==> src/sv/stb_pkg.sv <==
package stb_pkg;

  localparam int MAX_RESULTS = 16;
  localparam int HIT_IDX_W   = $clog2(MAX_RESULTS);
  localparam int HIT_CNT_W   = $clog2(MAX_RESULTS + 1);

  typedef enum logic [2:0] {
    CMD_ARM    = 3'd0,
    CMD_DISARM = 3'd1,
    CMD_REARM  = 3'd2,
    CMD_QUERY  = 3'd3,
    CMD_TICK   = 3'd4
  } cmd_e;

  typedef enum logic [2:0] {
    STS_OK        = 3'd0,
    STS_ZERO      = 3'd1,
    STS_ARMED     = 3'd2,
    STS_BAD_RATE  = 3'd3,
    STS_TOO_LARGE = 3'd4
  } status_e;

  typedef enum logic [2:0] {
    ST_IDLE,
    ST_READ,
    ST_EXEC,
    ST_SWEEP,
    ST_EMIT
  } state_e;

endpackage

==> src/sv/stb_slot_ram.sv <==
module stb_slot_ram #(
  parameter int DEPTH = 16,
  parameter int WIDTH = 36,
  parameter int AW    = 4
) (
  input  logic             clk_i,
  input  logic             rst_ni,
  input  logic             we_i,
  input  logic [AW-1:0]    waddr_i,
  input  logic [WIDTH-1:0] wdata_i,
  input  logic [AW-1:0]    raddr_i,
  output logic [WIDTH-1:0] rdata_o
);

  logic [WIDTH-1:0] mem [DEPTH];
  logic [DEPTH-1:0] valid_q;
  logic [WIDTH-1:0] data_q;
  logic             hit_q;

  always_ff @(posedge clk_i) begin
    if (we_i) begin
      mem[waddr_i] <= wdata_i;
    end
    data_q <= mem[raddr_i];
  end

  // unwritten entries read as zero
  always_ff @(posedge clk_i or negedge rst_ni) begin
    if (!rst_ni) begin
      valid_q <= '0;
      hit_q   <= 1'b0;
    end else begin
      if (we_i) begin
        valid_q[waddr_i] <= 1'b1;
      end
      hit_q <= valid_q[raddr_i];
    end
  end

  assign rdata_o = hit_q ? data_q : '0;

endmodule

==> src/sv/software_timer_bank.sv <==
// Slot commands: one command at a time; the slot is read in ST_READ and the result
// word is loaded in ST_EXEC; no new word is taken until the result word is loaded.
// Tick: the sweep reads every slot, one slot per cycle, through the single RAM read
// port; then come the result words, one per cycle while out_stall_i is low (up to 16
// expiries). A tick of a bad rate takes the command path through ST_READ and ST_EXEC.
// Reset: all slots read as zero through per-entry valid bits, no clearing pass;
// the block comes out of reset idle and ready to accept a word.
module software_timer_bank #(
  parameter int NUM_TIMERS   = 16,
  parameter int NUM_RATES    = 2,
  parameter int COUNTER_BITS = 16
) (
  input  logic        clk_i,
  input  logic        rst_ni,
  input  logic        in_valid_i,
  output logic        in_stall_o,
  input  logic [2:0]  cmd_i,
  input  logic [3:0]  slot_i,
  input  logic [1:0]  rate_i,
  input  logic [31:0] n_ticks_i,
  input  logic [31:0] reload_i,
  output logic        out_valid_o,
  input  logic        out_stall_i,
  output logic [2:0]  status_o,
  output logic        was_flag_o,
  output logic        expired_valid_o,
  output logic [3:0]  expired_slot_o,
  output logic        rate_idle_o,
  output logic        last_o
);
  import stb_pkg::*;

  localparam int IDX_W = (NUM_TIMERS > 1) ? $clog2(NUM_TIMERS) : 1;
  localparam int CNT_W = $clog2(NUM_TIMERS + 1);
  localparam logic [31:0] CTR_MAX = (COUNTER_BITS < 32) ?
      32'((64'd1 << COUNTER_BITS) - 64'd1) : 32'hFFFF_FFFF;
  localparam logic [2:0] NRATES = 3'(NUM_RATES);
  localparam logic [6:0] NSLOTS = 7'(NUM_TIMERS);
  localparam logic [IDX_W:0] SWEEP_END = (IDX_W + 1)'(NUM_TIMERS);

  typedef struct packed {
    logic                    disarmed;
    logic                    linked;
    logic [1:0]              rate;
    logic [COUNTER_BITS-1:0] reload;
    logic [COUNTER_BITS-1:0] count;
  } entry_t;

  function automatic logic too_large(input logic [31:0] v);
    return (COUNTER_BITS < 32) && (v >= CTR_MAX);
  endfunction

  state_e state_q, state_d;

  logic [2:0]  cmd_q;
  logic [3:0]  slot_q;
  logic [1:0]  rate_q;
  logic [31:0] nt_q;
  logic [31:0] rl_q;

  logic [IDX_W:0]   sw_q, sw_d;
  logic             p_valid_q, p_valid_d;
  logic [IDX_W-1:0] p_idx_q, p_idx_d;

  logic [3:0]           hit_q [MAX_RESULTS];
  logic [HIT_CNT_W-1:0] hit_cnt_q, hit_cnt_d;
  logic [HIT_IDX_W-1:0] emit_q, emit_d;
  logic                 hit_push;

  logic [CNT_W-1:0] lcnt_q [NUM_RATES];
  logic [CNT_W-1:0] lcnt_d [NUM_RATES];

  logic             wr_en;
  logic [IDX_W-1:0] wr_addr;
  logic [IDX_W-1:0] rd_addr;
  entry_t           rd_entry, new_entry;

  logic       out_valid_q;
  logic [2:0] status_q, status_d;
  logic       wf_q, wf_d;
  logic       ev_q, ev_d;
  logic [3:0] es_q, es_d;
  logic       idle_q, idle_d;
  logic       last_q, last_d;
  logic       load_out;

  logic       accept;
  logic       out_free;
  logic [6:0] slot_x;
  logic [6:0] pidx_x;
  logic       slot_ok;
  logic       rate_ok;
  logic       emit_last;

  assign accept    = in_valid_i && !in_stall_o;
  assign in_stall_o = (state_q != ST_IDLE);
  assign out_free  = !out_valid_q || !out_stall_i;
  assign slot_x    = 7'(slot_q);
  assign pidx_x    = 7'(p_idx_q);
  assign slot_ok   = slot_x < NSLOTS;
  assign rate_ok   = {1'b0, rate_q} < NRATES;
  assign emit_last = (hit_cnt_q == '0) ||
                     ((HIT_CNT_W'(emit_q) + HIT_CNT_W'(1)) == hit_cnt_q);

  stb_slot_ram #(
    .DEPTH (NUM_TIMERS),
    .WIDTH ($bits(entry_t)),
    .AW    (IDX_W)
  ) u_ram (
    .clk_i   (clk_i),
    .rst_ni  (rst_ni),
    .we_i    (wr_en),
    .waddr_i (wr_addr),
    .wdata_i (new_entry),
    .raddr_i (rd_addr),
    .rdata_o (rd_entry)
  );

  always_comb begin
    state_d = state_q;
    unique case (state_q)
      ST_IDLE: begin
        if (accept) begin
          if (cmd_i == CMD_TICK && {1'b0, rate_i} < NRATES) begin
            state_d = ST_SWEEP;
          end else begin
            state_d = ST_READ;
          end
        end
      end
      ST_READ: state_d = ST_EXEC;
      ST_EXEC: begin
        if (out_free) begin
          state_d = ST_IDLE;
        end
      end
      ST_SWEEP: begin
        if (sw_q == SWEEP_END) begin
          state_d = ST_EMIT;
        end
      end
      ST_EMIT: begin
        if (out_free && emit_last) begin
          state_d = ST_IDLE;
        end
      end
      default: state_d = ST_IDLE;
    endcase
  end

  always_comb begin
    logic wr;
    wr        = 1'b0;
    wr_addr   = slot_x[IDX_W-1:0];
    rd_addr   = slot_x[IDX_W-1:0];
    new_entry = rd_entry;
    sw_d      = sw_q;
    p_valid_d = 1'b0;
    p_idx_d   = p_idx_q;
    hit_cnt_d = hit_cnt_q;
    hit_push  = 1'b0;
    emit_d    = emit_q;
    load_out  = 1'b0;
    status_d  = STS_OK;
    wf_d      = 1'b0;
    ev_d      = 1'b0;
    es_d      = '0;
    last_d    = 1'b1;
    unique case (state_q)
      ST_IDLE: begin
        sw_d      = '0;
        hit_cnt_d = '0;
        emit_d    = '0;
      end
      ST_READ: ;
      ST_EXEC: begin
        load_out = out_free;
        if (cmd_q == CMD_TICK) begin
          status_d = STS_BAD_RATE;
        end else if (slot_ok) begin
          case (cmd_q)
            CMD_ARM: begin
              if (too_large(nt_q) || too_large(rl_q)) begin
                status_d = STS_TOO_LARGE;
              end else if (nt_q == '0) begin
                status_d = STS_ZERO;
              end else if (rd_entry.count != '0) begin
                status_d = STS_ARMED;
              end else if (!rate_ok) begin
                status_d = STS_BAD_RATE;
              end else begin
                new_entry.count  = nt_q[COUNTER_BITS-1:0];
                new_entry.reload = rl_q[COUNTER_BITS-1:0];
                new_entry.rate   = rate_q;
                new_entry.linked = 1'b1;
                wr = 1'b1;
              end
            end
            CMD_DISARM: begin
              wr = 1'b1;
              if (rd_entry.count != '0) begin
                wf_d               = 1'b1;
                new_entry.disarmed = 1'b1;
                new_entry.count    = '0;
              end else begin
                new_entry.disarmed = 1'b0;
              end
            end
            CMD_REARM: begin
              if (too_large(nt_q)) begin
                status_d = STS_TOO_LARGE;
              end else if (nt_q == '0) begin
                status_d = STS_ZERO;
              end else if ({1'b0, rd_entry.rate} >= NRATES) begin
                status_d = STS_BAD_RATE;
              end else begin
                wf_d             = |rd_entry.count;
                new_entry.count  = nt_q[COUNTER_BITS-1:0];
                new_entry.linked = 1'b1;
                wr = 1'b1;
              end
            end
            CMD_QUERY: begin
              wf_d               = rd_entry.disarmed;
              new_entry.disarmed = 1'b1;
              wr = 1'b1;
            end
            default: ;
          endcase
        end
        wr = wr && out_free;
      end
      ST_SWEEP: begin
        rd_addr = sw_q[IDX_W-1:0];
        wr_addr = p_idx_q;
        if (sw_q != SWEEP_END) begin
          sw_d      = sw_q + (IDX_W + 1)'(1);
          p_valid_d = 1'b1;
          p_idx_d   = sw_q[IDX_W-1:0];
        end
        if (p_valid_q && rd_entry.linked && rd_entry.rate == rate_q) begin
          wr = 1'b1;
          if (rd_entry.count == '0) begin
            new_entry.linked = 1'b0;
          end else if (rd_entry.count == COUNTER_BITS'(1)) begin
            if (rd_entry.reload != '0) begin
              new_entry.count = rd_entry.reload;
            end else begin
              new_entry.count  = '0;
              new_entry.linked = 1'b0;
            end
            if (hit_cnt_q < HIT_CNT_W'(MAX_RESULTS)) begin
              hit_push  = 1'b1;
              hit_cnt_d = hit_cnt_q + HIT_CNT_W'(1);
            end
          end else begin
            new_entry.count = rd_entry.count - COUNTER_BITS'(1);
          end
        end
      end
      ST_EMIT: begin
        load_out = out_free;
        last_d   = emit_last;
        if (hit_cnt_q != '0) begin
          ev_d = 1'b1;
          es_d = hit_q[emit_q];
          if (out_free) begin
            emit_d = emit_q + HIT_IDX_W'(1);
          end
        end
      end
      default: ;
    endcase
    wr_en = wr;
  end

  // per-rate count of linked slots
  always_comb begin
    logic inc, dec;
    for (int r = 0; r < NUM_RATES; r++) begin
      inc = wr_en && new_entry.linked && (new_entry.rate == 2'(r));
      dec = wr_en && rd_entry.linked && (rd_entry.rate == 2'(r));
      lcnt_d[r] = lcnt_q[r] + CNT_W'(inc) - CNT_W'(dec);
    end
  end

  always_comb begin
    idle_d = 1'b1;
    for (int r = 0; r < NUM_RATES; r++) begin
      if (rate_q == 2'(r) && lcnt_d[r] != '0) begin
        idle_d = 1'b0;
      end
    end
  end

  always_ff @(posedge clk_i or negedge rst_ni) begin
    if (!rst_ni) begin
      state_q     <= ST_IDLE;
      sw_q        <= '0;
      p_valid_q   <= 1'b0;
      hit_cnt_q   <= '0;
      emit_q      <= '0;
      out_valid_q <= 1'b0;
      for (int r = 0; r < NUM_RATES; r++) begin
        lcnt_q[r] <= '0;
      end
    end else begin
      state_q   <= state_d;
      sw_q      <= sw_d;
      p_valid_q <= p_valid_d;
      hit_cnt_q <= hit_cnt_d;
      emit_q    <= emit_d;
      lcnt_q    <= lcnt_d;
      if (load_out) begin
        out_valid_q <= 1'b1;
      end else if (!out_stall_i) begin
        out_valid_q <= 1'b0;
      end
    end
  end

  always_ff @(posedge clk_i) begin
    if (accept) begin
      cmd_q  <= cmd_i;
      slot_q <= slot_i;
      rate_q <= rate_i;
      nt_q   <= n_ticks_i;
      rl_q   <= reload_i;
    end
    p_idx_q <= p_idx_d;
    if (hit_push) begin
      hit_q[hit_cnt_q[HIT_IDX_W-1:0]] <= pidx_x[3:0];
    end
    if (load_out) begin
      status_q <= status_d;
      wf_q     <= wf_d;
      ev_q     <= ev_d;
      es_q     <= es_d;
      idle_q   <= idle_d;
      last_q   <= last_d;
    end
  end

  assign out_valid_o     = out_valid_q;
  assign status_o        = status_q;
  assign was_flag_o      = wf_q;
  assign expired_valid_o = ev_q;
  assign expired_slot_o  = es_q;
  assign rate_idle_o     = idle_q;
  assign last_o          = last_q;

endmodule
==> config.mk <==
export PLATFORM = sky130hd
export DESIGN_NAME = software_timer_bank
export DESIGN_NICKNAME = d
export VERILOG_FILES = /design/src/sv/stb_pkg.sv /design/src/sv/stb_slot_ram.sv /design/src/sv/software_timer_bank.sv
export SDC_FILE = /design/constraint.sdc
export NUM_CORES = 1
export LEC_CHECK = 0
export BUFFER_PORTS_ARGS = -buffer_cell sky130_fd_sc_hd__buf_2
export CAP_MARGIN = 15
export CORE_MARGIN = 8
export CORE_UTILIZATION = 62
export CTS_CLUSTER_SIZE = 40
export DETAILED_ROUTE_END_ITERATION = 10
export PLACE_DENSITY = 0.79
export SKIP_CTS_REPAIR_TIMING = 1
export SLEW_MARGIN = 20
export SYNTH_ARGS = -nofsm -noshare
export SYNTH_HDL_FRONTEND = slang
export SYNTH_SLANG_ARGS = --single-unit
==> constraint.sdc <==
create_clock -name clk_i -period 5.6 [get_ports clk_i]
set_input_delay 0 -clock clk_i [delete_from_list [all_inputs] [get_ports clk_i]]
set_output_delay 0 -clock clk_i [all_outputs]
set_load 0.02 [all_outputs]
**Word level (Yosys, flattened, before mapping)**

Memories as Yosys holds them, arrays and structs flattened. A register that Yosys moved wholly into a read port is not among the register bits.
Index checks and enable logic that the tools add are counted.

- Bits in registers: 130
- Bits in writable memories: 640
- Input port bits: 77
- Memories: 2

Memories:

| name | depth | bits a word | read ports | clocked after memory_dff | write ports | RTL line | text |
|---|---|---|---|---|---|---|---|
| u_ram.mem | 16 | 36 | 1 | 1 | 1 | stb_slot_ram.sv:15 | `logic [WIDTH-1:0] mem [DEPTH];` |
| hit_q | 16 | 4 | 1 | 1 | 1 | software_timer_bank.sv:65 | `logic [3:0] hit_q [MAX_RESULTS];` |

- Add/sub/neg operators: 9
- Order comparisons: 10
- Eq/ne operators: 29
- Multiplexer cells: 96
- Bitwise gates (word level): 3
- Reduce and logical (&&, ||, !) cells: 48

Operator list:

| operator | number |
|---|---|
| two-way mux 35 bit | 4 |
| two-way mux 16 bit | 8 |
| two-way mux 36 bit | 3 |
| greater-or-equal comparator 32 x 16 -> 1 bit, second input constant | 2 |
| one-hot mux 16 bit (3 select lines) | 1 |
| two-way mux 1 bit | 41 |
| two-way mux 18 bit | 2 |
| zero test 32 bit | 1 |
| one-hot mux 16 bit (2 select lines) | 1 |
| nonzero test 16 bit | 2 |
| two-way mux 5 bit | 5 |
| != test 2 bit, second input constant | 11 |
| one-hot mux 5 bit (2 select lines) | 2 |
| two-way mux 3 bit | 6 |
| equality test 16 x 1 -> 1 bit, second input constant | 1 |
| zero test 16 bit | 1 |
| two-way mux 2 bit | 8 |
| two-way mux 4 bit | 4 |
| OR 16 bit | 1 |
| OR reduction 16 bit | 1 |
| subtractor 16 x 1 -> 16 bit, second input constant | 1 |
| logical AND 1 bit | 15 |
| less-than comparator 4 x 5 -> 1 bit, second input constant | 3 |
| one-hot mux 3 bit (5 select lines) | 1 |
| 39 further kinds | 70 |

**Longest topological paths before layout**

Gate-level depths: netlist (run 1).

- Depth in word-level cells: 18
- Mapped depth: 22
- Depth with buffers taken out: 19

**By module**

From an unflattened synthesis (run 1), not the netlist that was laid out.

- Cells, all modules: 1684
- Area, all modules: 31914.4 um^2

Modules (own cells, without submodules):

| module | times used | cells each | area an instance (um^2) | seq. area each (um^2) |
|---|---|---|---|---|
| stb_slot_ram | 1 | 1018 | 23218.5 | 18442.7 |
| software_timer_bank | 1 | 666 | 8695.8 | 5290.1 |

**Worst setup path after synthesis (run 1)**

OpenSTA, ideal clock, no wires.

- Path type: register -> register
- From: register u_ram.hit_q
- To: register idle_q (netlist: rate_idle_o), data pin
- Library setup time: 0.265 ns
- Data arrival time: 4.502 ns
- Setup slack: 0.833 ns
- Stages on the path, launching flop included: 21
- Period minus slack after synthesis: 4.767 ns
- Cell sequence: dfrtp_1 > clkbuf_1 > clkbuf_1 > clkbuf_1 > clkbuf_1 > nand2_1 > ha_1 > nor2b_1 > and3_1 > and4_1 > a2bb2oi_1 > nand4b_1 > ha_1 > inv_1 > ha_1 > fa_1 > a21o_1 > a21oi_1 > xnor2_1 > nor3_1 > or3_1

RTL lines:

| element | RTL line | text |
|---|---|---|
| start: declaration | stb_slot_ram.sv:18 | `logic hit_q;` |
| start signal: assignment | stb_slot_ram.sv:36 | `hit_q <= valid_q[raddr_i];` |
| end signal: assignment | software_timer_bank.sv:339 | `idle_q <= idle_d;` |
| end: declaration | software_timer_bank.sv:83 | `logic idle_q, idle_d;` |

==> results of run 1 <==
==> logic make-up (layout without fill, tap and decap cells) <==
group,Yosys count,after routing,share of synthesized area
adder cells (fa/ha/maj),23,23,0.00935
multiplexers,176,176,0.119
flip-flops,810,810,0.733
buffers and inverters,121,413,0.0151
other,0,3,0
AO/OA/AOI/OAI,237,237,0.0529
AND/OR/NAND/NOR,400,400,0.0648
XOR/XNOR,20,20,0.00541
==> path summary, 6_finish.rpt <==
path,to,cells past startpoint
worst min register to register,u_ram.valid_q[10]$_DFFE_PN0P_,1
worst max register to register,rate_idle_o$_SDFFCE_PP0P_,16
worst min-delay path,hit_cnt_q[2]$_DFFE_PN0P_,2
min in group clk_i,rl_q[5]$_DFFE_PP_,2
worst max-delay path,rate_idle_o$_SDFFCE_PP0P_,16
max in group asynchronous,emit_q[0]$_DFFE_PN0P_,2
==> critical path, stage by stage, from the launching register on <==
cell and delay (ns):
dfxtp_1 0.38, or4_1 0.73, o41ai_4 0.46, buf_4 0.29, nand2_1 0.18, nor4b_2 0.39
a2bb2oi_1 0.32, nand4b_1 0.15, ha_1 0.30, inv_1 0.04, ha_1 0.20, fa_1 0.42
a21o_1 0.18, a21oi_1 0.17, xnor2_1 0.15, nor3_1 0.07, or3_1 0.33
==> power groups by stage <==
stage | clock network [W] | logic, W | registers (W)
after global routing | 0.00551 | 0.00404 | 0.00803
final | 0.00523 | 0.00377 | 0.00801
after CTS | 0.00527 | 0.00368 | 0.00797
after global placement | 0 | 0.00355 | 0.00806
after detailed placement | 0 | 0.00364 | 0.00809
after floorplan | 0 | 0.00253 | 0.00794
==> synth_stat cells, drive strengths merged (8+ instances only) <==
library cell,n,share of area
xnor2,11,0.0030
a221o,8,0.0025
nand2,150,0.017
nor3,23,0.0037
inv,24,0.0028
mux4,168,0.12
buf,35,0.0051
a211oi,42,0.0097
nand3b,10,0.0023
and3,24,0.0046
a21o,11,0.0026
edfxtp,728,0.68
ha,21,0.0081
dfxtp,36,0.022
nor4,21,0.0041
clkbuf,62,0.0072
a21oi,18,0.0031
or3,10,0.0019
a31oi,46,0.0089
xor2,9,0.0024
or4,10,0.0023
a31o,18,0.0049
nand3,21,0.0032
dfrtp,46,0.036
nand4,15,0.0029
nor2,30,0.0035
and2,53,0.010
o21ai,36,0.0056
and4,8,0.0022
==> registers in the layout, summed over array words and instances (netlist names), 10 cells and up <==
signal,flops
nt_q,32
u_ram.data_q,36
lcnt_q,10
rl_q,32
u_ram.mem,576
u_ram.valid_q,16
hit_q,64
==> area by class of cell <==
| cell class | instances | area [µm²] |
|---|---|---|
| flip-flops and latches | 810 | 23700 |
| fillers | 2949 | 14200 |
| multi-input cells | 856 | 8260 |
| clock buffers | 107 | 2230 |
| repair buffers | 239 | 1850 |
| well taps | 680 | 851 |
| clock inverters | 43 | 333 |
| inverters | 24 | 90.1 |
| diodes | 3 | 7.51 |
==> metrics by stage <==
stage	util	cells	area (µm²)	power (W)	hold slack [ns]
after floorplan	-	1787	32400	0.0105	-0.296
after global routing	0.725	2762	37400	0.0176	0.00981
after global placement	0.660	2534	34000	0.0116	0.177
after CTS	0.710	2684	36600	0.0169	-0.491
after detailed placement	0.660	2534	34000	0.0117	0.178
final	0.725	2762	37400	0.0170	-0.0367
==> metal layers <==
layer / up-vias / global-route usage
met3: 204 / 0.0712
met4: 4 / 0.0917
met1: 9563 / 0.364
met5: - / 0
met2: 1159 / 0.406
li1: 7742 / -
==> results.md, run 1 <==
- Outcome: finished with violations
- Failing checks: negative hold slack
- Final period util: 0.894
- Critical path class: flop to flop
- Area growth, synth to finish: 15.4%
- Clock Power Share: 0.308
- Internal power: between 0.01 and 0.015 W
- Ys async rst share: 0.0568
- Crit path DAT: between 5 and 6 ns
- CP endpoint kind: flop
- Final Skew: 0.0275 ns
- Die H: 245 µm
- RSZ-0062 raised after global routing: no
- Average wire per standard cell: between 20 and 30 µm
- First-pass GRT wire length: about 120000 µm
- Full die area: between 50000 and 60000 µm²
- Synth Register Bits: between 800 and 900
- Vias in the first global route: 18558
- # setup viols final: 0
- Yosys cell types: around 80
- Cell Pwr Density: 455 nW/µm²
- Met3 WL post-DR: roughly 8300 µm
- Slew headroom: 0.282
- DRT Pass-1 Iters: 6
- Commonest non-fill, non-tap cell in the layout: edfxtp_1
- Syn_area_per_cell: roughly 18 µm²
- CTS tree: done
- Post-synthesis cell count: 1787
- Flop2flop setup slack: roughly 0.6 ns
- Syn Nets: ~1900
- Maxcap violations: 0
- Antenna Nets Post-Route: 0
- Root Driver: clkbuf_16
- Overflow left after global routing: 0
- Uppermost routed layer: met5
- Critical path origin: u_ram.data_q[8]$_DFF_P_
- Iter 0 DRT Violations: between 2000 and 3000
- Peak Freq: between 150 and 200 MHz
- Worst Path Max Fanout: 15
- H-tree depth: 3
- Switching Power: approximately 0.0050 W
- Met1 Wirelength: about 31000 µm
- Comb pwr share: 0.221
- Hold slack: -0.0367 ns
- Main flop type after synthesis: edfxtp_1
- Post-Route WL: about 81000 µm
- DP Wirelength: between 40000 and 50000 µm
- Syn Std Cell Area: 32400 µm²
- Worst Tran Pin Value: 1.07 ns
- Via density: a little under 7
- Syn. warnings: 0
- Port buffer count: 89
- Initial antenna violation count: 5
- Tmin final: approximately 5.0 ns
- Sw Share: 0.295
- IO Count: 90
- Flop pwr share: 0.471
- GRT Total Usage: 0.263
- Clk buf depth: 3
- Vias: about 19000
- Nets@finish: roughly 2100
- Number of flops mapped to enable cells by yosys: between 700 and 800
- Core area: a little over 50000 µm²
- Initial core utilization: 0.629
- Sequential element share of the synthesized area: 0.733
- Worst-Skew Late Latency: between 0.6 and 0.7 ns
- Share of cells above drive strength 1: 0.241
- Final worst-path setup slack: a little under 0.6 ns
- Peak VDD IR: 344 µV
- CP Data Required Time: 5.97 ns
- Pre-CTS WS: between 0.6 and 0.7 ns
- Die span in x: approximately 240 µm
- Sink Count: 810
- Commonest cells after routing, fill and taps aside: edfxtp_1, mux4_2, nand2_1
- Largest net degree at the start of global routing: 75
- Final hold vios: 46
- DRC viols: 0
- Leakage Power: roughly 13 nW
- CP startpoint kind: flop
- # rows: just over 80
- Metal2 WL: 38900 µm
- Final RePlAce weighted congestion: about 0.96
- Number of buffers created by CTS: 80
- TNS Setup: 0 ns
- Worst reg2reg startpoint: u_ram.data_q[8]$_DFF_P_
- Worst Hold Class: input port to asynchronous set/reset pin
- Final Slew Violations: 0
- Reg clk slew, reported paths: about 0.060 ns
Note: power is estimated with default switching activity, not from simulation.
==> run 2, diff against run 1 <==
Clock period 5.6 ns to 5.18 ns, I/O delays scaled along.
==> results.md, run 2 (synthesis gave the netlist of run 1 again) <==
- Outcome: finished with violations (unchanged)
- Failing checks: design-rule violations, negative hold slack (was negative hold slack)
- Core area: 51500 µm² (unchanged)
- Final hold vios: 18 (was 46)
- Final period util: 0.957 (was 0.894)
- Vias: 18496 (was 18672)
- Maxcap violations: 0 (unchanged)
- Nets@finish: 2103 (was 2111)
- Die span in x: 245 µm (unchanged)
- Vias in the first global route: 18332 (was 18558)
- Root Driver: clkbuf_16 (unchanged)
- TNS Setup: 0 ns (unchanged)
- Switching Power: 0.00544 W (was 0.00502 W)
- Worst-Skew Late Latency: 0.64 ns (about the same)
- Sink Count: 810 (unchanged)
- Comb pwr share: 0.220 (was 0.221)
- Final worst-path setup slack: 0.224 ns (was 0.593 ns)
- Met1 Use GR: 0.354 (was 0.364)
- # rows: 83 (unchanged)
- DP Wirelength: 45900 µm (was 46900 µm)
- Worst Hold Class: input port to asynchronous set/reset pin (unchanged)
- Finished Core Util: 0.728 (was 0.725)
- Worst reg2reg startpoint: u_ram.data_q[9]$_DFF_P_ (was u_ram.data_q[8]$_DFF_P_)
- Worst R2R Path Depth: 15 (was 16)
- Share of cells above drive strength 1: 0.236 (was 0.241)
- Final instance area: 37500 µm² (was 37400 µm²)
- Port buffer count: 89 (unchanged)
- Overflow left after global routing: 0 (unchanged)
- Number of buffers created by CTS: 81 (was 80)
- Peak VDD IR: 326 µV (was 344 µV)
- Internal power: 0.0132 W (was 0.0120 W)
- Worst Path Max Fanout: 18 (was 15)
- Placed standard-cell area: 34100 µm² (was 34000 µm²)
- Flop pwr share: 0.465 (was 0.471)
- DRC viols: 2 (was 0)
- Area growth, synth to finish: 15.8% (was 15.4%)
- Crit path DAT: 5.32 ns (was 5.38 ns)
- Flop2flop setup slack: 0.22 ns (was 0.59 ns)
- Biggest registers after layout: u_ram.mem: 576 flops, hit_q: 64 flops, u_ram.data_q: 36 flops (unchanged)
- Cell Pwr Density: 496 nW/µm² (was 455 nW/µm²)
- CTS tree: done (unchanged)
- GRT Total Usage: 0.261 (was 0.263)
- Max reg flops: 576 (unchanged)
- Hold slack: -0.0161 ns (was -0.0367 ns)
- Final RePlAce weighted congestion: 0.927 (was 0.956)
- Met2 GRT Util: 0.410 (was 0.406)
- Initial antenna violation count: 2 (was 5)
- Pre-CTS WS: 0.340 ns (was 0.646 ns)
- FF-to-FF End: rate_idle_o$_SDFFCE_PP0P_ (unchanged)
- Met3 usage: 0.0686 (was 0.0712)
- DRT Pass-1 Iters: 9 (was 6)
- Full die area: 59800 µm² (unchanged)
- Iter 0 DRT Violations: 2138 (was 2550)
- Commonest cells after routing, fill and taps aside: edfxtp_1, mux4_2, nand2_1 (unchanged)
- H-tree depth: 3 (unchanged)
- Antenna Nets Post-Route: 0 (unchanged)
- # setup viols final: 0 (unchanged)
- Leakage Power: 12.7 nW (about the same)
- Reg with most FFs: u_ram.mem (unchanged)
- Tmin final: 4.96 ns (was 5.01 ns)
- CP startpoint kind: flop (unchanged)
- Worst Tran Pin Value: 1.09 ns (was 1.07 ns)
- Clk buf depth: 3 (unchanged)
- Initial core utilization: 0.629 (unchanged)
- Final Skew: 0.0370 ns (was 0.0275 ns)
- First-pass GRT wire length: 116000 µm (was 117000 µm)
- Slew headroom: 0.266 (was 0.282)
- Via density: 6.73 (was 6.76)
- Die H: 245 µm (unchanged)
- IO Count: 90 (unchanged)
- Largest net degree at the start of global routing: 108 (was 75)
- CP endpoint kind: flop (unchanged)
- Critical path class: flop to flop (unchanged)
- Most Crowded Layer GR: met2 (unchanged)
- Clock Power Share: 0.315 (was 0.308)
- Commonest non-fill, non-tap cell in the layout: edfxtp_1 (unchanged)
- Sw Share: 0.293 (was 0.295)
- CP Data Required Time: 5.54 ns (was 5.97 ns)
- RSZ-0062 raised after global routing: no (unchanged)
- Peak Freq: 202 MHz (was 200 MHz)
- Reg clk slew, reported paths: 0.06 ns (about the same)
- Final Slew Violations: 0 (unchanged)
- Average wire per standard cell: 29.4 µm (about the same)
- Post-Route WL: 80800 µm (was 81300 µm)
==> run 2: changes by cell type in the layout (fill, tap and decap cells not counted), sizes merged <==
cell and delta:
diode -2, clkinvlp +2, inv -6, buf -9, bufinv +5, clkinv +2
clkbuf -4
==> run 2: worst max path at each step <==
| stage | slack [ns] | from | end |
|---|---|---|---|
| finish | 0.22 | u_ram.data_q[9]$_DFF_P_ | rate_idle_o$_SDFFCE_PP0P_ |
| global route | 0.05 | u_ram.data_q[9]$_DFF_P_ | rate_idle_o$_SDFFCE_PP0P_ |
| CTS | 0.29 | u_ram.data_q[9]$_DFF_P_ | rate_idle_o$_SDFFCE_PP0P_ |
| detailed placement | 0.34 | u_ram.data_q[9]$_DFF_P_ | rate_idle_o$_SDFFCE_PP0P_ |
| global placement | 0.46 | u_ram.data_q[9]$_DFF_P_ | rate_idle_o$_SDFFCE_PP0P_ |
| floorplan | 0.41 | u_ram.hit_q$_DFF_PN0_ | rate_idle_o$_SDFFCE_PP0P_ |
==> run 2: cell type report <==
type	instances	area [µm²]
multi-input cells	856	8250
clock inverters	46	480
clock buffers	103	2180
repair buffers	230	1920
flip-flops and latches	810	23700
well taps	680	851
fillers	2972	14000
inverters	24	90.1
diodes	1	2.50
==> run 2: per-layer routing <==
| metal | part of all wire | up-vias |
|---|---|---|
| li1 | - | 7724 |
| met1 | 0.38 | 9439 |
| met2 | 0.48 | 1149 |
| met3 | 0.11 | 182 |
| met4 | 0.032 | 2 |
| met5 | 0.00014 | - |
==> run 2: power groups by stage <==
stage | Sequential [W] | Clock (W) | Combinational [W]
2_1_floorplan | 0.00858 | 0 | 0.00273
3_3_place_gp | 0.00871 | 0 | 0.00388
3_5_place_dp | 0.00874 | 0 | 0.00397
4_1_cts | 0.00861 | 0.00591 | 0.00402
5_1_grt | 0.00868 | 0.00616 | 0.00440
6_report | 0.00864 | 0.00585 | 0.00410
==> run 2: metrics by stage <==
stage / cells / total power [W] / hold WS (ns)
after floorplan: 1787 / 0.0113 / -0.296
after global placement: 2525 / 0.0126 / 0.176
after detailed placement: 2525 / 0.0127 / 0.178
after CTS: 2674 / 0.0185 / -0.493
after global routing: 2749 / 0.0192 / 0.0320
final: 2750 / 0.0186 / -0.0161
==> run 2: critical path, cell delays in order, from the launching register on <==
cell	delay, ns
dfxtp_1	0.36
or4_1	0.69
o41ai_4	0.57
and2_1	0.29
o2111ai_1	0.16
mux2_2	0.47
nand4b_1	0.24
ha_1	0.30
inv_1	0.04
ha_1	0.20
fa_1	0.42
a21o_1	0.17
a21oi_1	0.16
xnor2_1	0.17
nor3_1	0.08
or3_1	0.34
==> run 3, diff against run 2 <==
Settings changed: CORE_UTILIZATION 62 to 60, PLACE_DENSITY 0.79 to 0.77.
==> results.md, run 3 (synthesis gave the netlist of run 1 again) <==
- Outcome: finished with violations (unchanged)
- Failing checks: negative hold slack (was design-rule violations, negative hold slack)
- # setup viols final: 0 (unchanged)
- Vias in the first global route: 18155 (was 18332)
- Crit path DAT: 5.38 ns (was 5.32 ns)
- H-tree depth: 3 (unchanged)
- CTS tree: done (unchanged)
- Final RePlAce weighted congestion: 0.904 (was 0.927)
- Worst-Skew Late Latency: 0.64 ns (about the same)
- Worst Tran Pin Value: 1.08 ns (was 1.09 ns)
- GRT Total Usage: 0.257 (was 0.261)
- Final Skew: 0.0224 ns (was 0.0370 ns)
- Core area: 53600 µm² (was 51500 µm²)
- Peak VDD IR: 326 µV (about the same)
- Worst Hold Class: input port to asynchronous set/reset pin (unchanged)
- Post-Route WL: 80600 µm (was 80800 µm)
- Max reg flops: 576 (unchanged)
- Cell Pwr Density: 489 nW/µm² (was 496 nW/µm²)
- Root Driver: clkbuf_16 (unchanged)
- Final hold vios: 46 (was 18)
- Final period util: 0.966 (was 0.957)
- Peak Freq: 200 MHz (was 202 MHz)
- Share of cells above drive strength 1: 0.233 (was 0.236)
- Fillers: 3329 (was 2972)
- Number of buffers created by CTS: 79 (was 81)
- # rows: 85 (was 83)
- Via density: 6.68 (was 6.73)
- CP startpoint kind: flop (unchanged)
- Reg with most FFs: u_ram.mem (unchanged)
- Reg clk slew, reported paths: 0.07 ns (was 0.06 ns)
- Sink Count: 810 (unchanged)
- Largest net degree at the start of global routing: 113 (was 108)
- Finished Core Util: 0.697 (was 0.728)
- Die span in x: 248 µm (was 245 µm)
- Commonest cells after routing, fill and taps aside: edfxtp_1, mux4_2, nand2_1 (unchanged)
- Port buffer count: 89 (unchanged)
- Overflow left after global routing: 0 (unchanged)
- Clk buf depth: 3 (unchanged)
- Worst Path Max Fanout: 6 (was 18)
- DP Wirelength: 46100 µm (was 45900 µm)
- Initial antenna violation count: 0 (was 2)
- Average wire per standard cell: 29.2 µm (was 29.4 µm)
- Leakage Power: 12.6 nW (was 12.7 nW)
- Nets@finish: 2105 (was 2103)
- Final Slew Violations: 0 (unchanged)
- Iter 0 DRT Violations: 2021 (was 2138)
- CP Data Required Time: 5.55 ns (was 5.54 ns)
- Final instance area: 37300 µm² (was 37500 µm²)
- Sequential cell area: 23700 µm² (unchanged)
- Vias: 18468 (was 18496)
- First-pass GRT wire length: 116000 µm (about the same)
- Area growth, synth to finish: 15.3% (was 15.8%)
- Footprint of the multi-input gates: 8260 µm² (was 8250 µm²)
- Hold slack: -0.0247 ns (was -0.0161 ns)
- Placed standard-cell area: 34100 µm² (unchanged)
- Die H: 248 µm (was 245 µm)
- CP endpoint kind: flop (unchanged)
- Initial core utilization: 0.604 (was 0.629)
- Tmin final: 5.00 ns (was 4.96 ns)
- Commonest non-fill, non-tap cell in the layout: edfxtp_1 (unchanged)
- DRC viols: 0 (was 2)
- Antenna Nets Post-Route: 0 (unchanged)
- Maxcap violations: 0 (unchanged)
- IO Count: 90 (unchanged)
- Critical path class: flop to flop (unchanged)
- # diodes: 0 (was 1)
- Slew headroom: 0.277 (was 0.266)
- DRT Pass-1 Iters: 6 (was 9)
- Full die area: 61700 µm² (was 59800 µm²)
- Biggest registers after layout: u_ram.mem: 576 flops, hit_q: 64 flops, u_ram.data_q: 36 flops (unchanged)
==> run 3: changes by cell type in the layout (fill, tap and decap cells not counted), sizes merged <==
cell / delta
clkinv: -7
diode: -1
bufinv: -3
clkbuf: +6
inv: +2
clkinvlp: -2
buf: +4
==> run 3: path summary, 6_finish.rpt <==
kind / from / endpoint / slack, ns / depth (start not counted)
max in group asynchronous: rst_ni / u_ram.hit_q$_DFF_PN0_ / 4.77 / 2
worst min register to register: u_ram.valid_q[9]$_DFFE_PN0P_ / u_ram.valid_q[9]$_DFFE_PN0P_ / 0.47 / 1
worst min-delay path: rst_ni / out_valid_o$_DFFE_PN0P_ / -0.02 / 2
min in group clk_i: reload_i[8] / rl_q[8]$_DFFE_PP_ / 0.08 / 2
worst max register to register: nt_q[19]$_DFFE_PP_ / rate_idle_o$_SDFFCE_PP0P_ / 0.18 / 15
worst max-delay path: nt_q[19]$_DFFE_PP_ / rate_idle_o$_SDFFCE_PP0P_ / 0.18 / 15
==> run 3: layer usage <==
layer  vias to the layer above  track usage  wire length [µm]
li1                       7729            -                 -
met1                      9563        0.361             31900
met2                      1009        0.403             39000
met3                       167       0.0577              7700
met4                         0       0.0800              2050
met5                         -            0                 0
==> run 3: worst max-delay path: stages (launching register included) <==
cell	delay (ns)
edfxtp_1	0.39
nor4_1	0.61
nand4_1	0.41
or4_1	0.68
nor4b_2	0.32
a2bb2oi_1	0.32
nand4b_1	0.14
ha_1	0.30
inv_1	0.04
ha_1	0.19
fa_1	0.41
a21o_1	0.18
a21oi_1	0.18
xnor2_1	0.17
nor3_1	0.07
or3_1	0.33
==> run 3: through the flow <==
step	hold WS [ns]	worst slack, ns	TNS, ns	total power [W]	cells
final	-0.0247	0.177	0	0.0183	2765
after CTS	-0.496	0.251	0	0.0182	2690
after detailed placement	0.178	0.300	0	0.0127	2545
after global routing	0.0117	-0.190	-0.190	0.0189	2765
after global placement	0.177	0.401	0	0.0126	2545
after floorplan	-0.296	0.413	0	0.0113	1787
==> run 3: where the power goes <==
group	total, W	internal [W]	switching [W]	leakage, nW
Sequential	0.00866	0.00819	0.000464	7.60
Combinational	0.00405	0.00156	0.00249	3.83
Clock	0.00556	0.00315	0.00241	1.21
==> run 3: layout make-up <==
type                       count  share of cell area
clock inverter                36             0.00948
multi-input combinational    856               0.221
tap                          696              0.0233
inverter                      24             0.00241
sequential                   810               0.636
clock buffer                 109              0.0570
timing repair buffer         234              0.0509
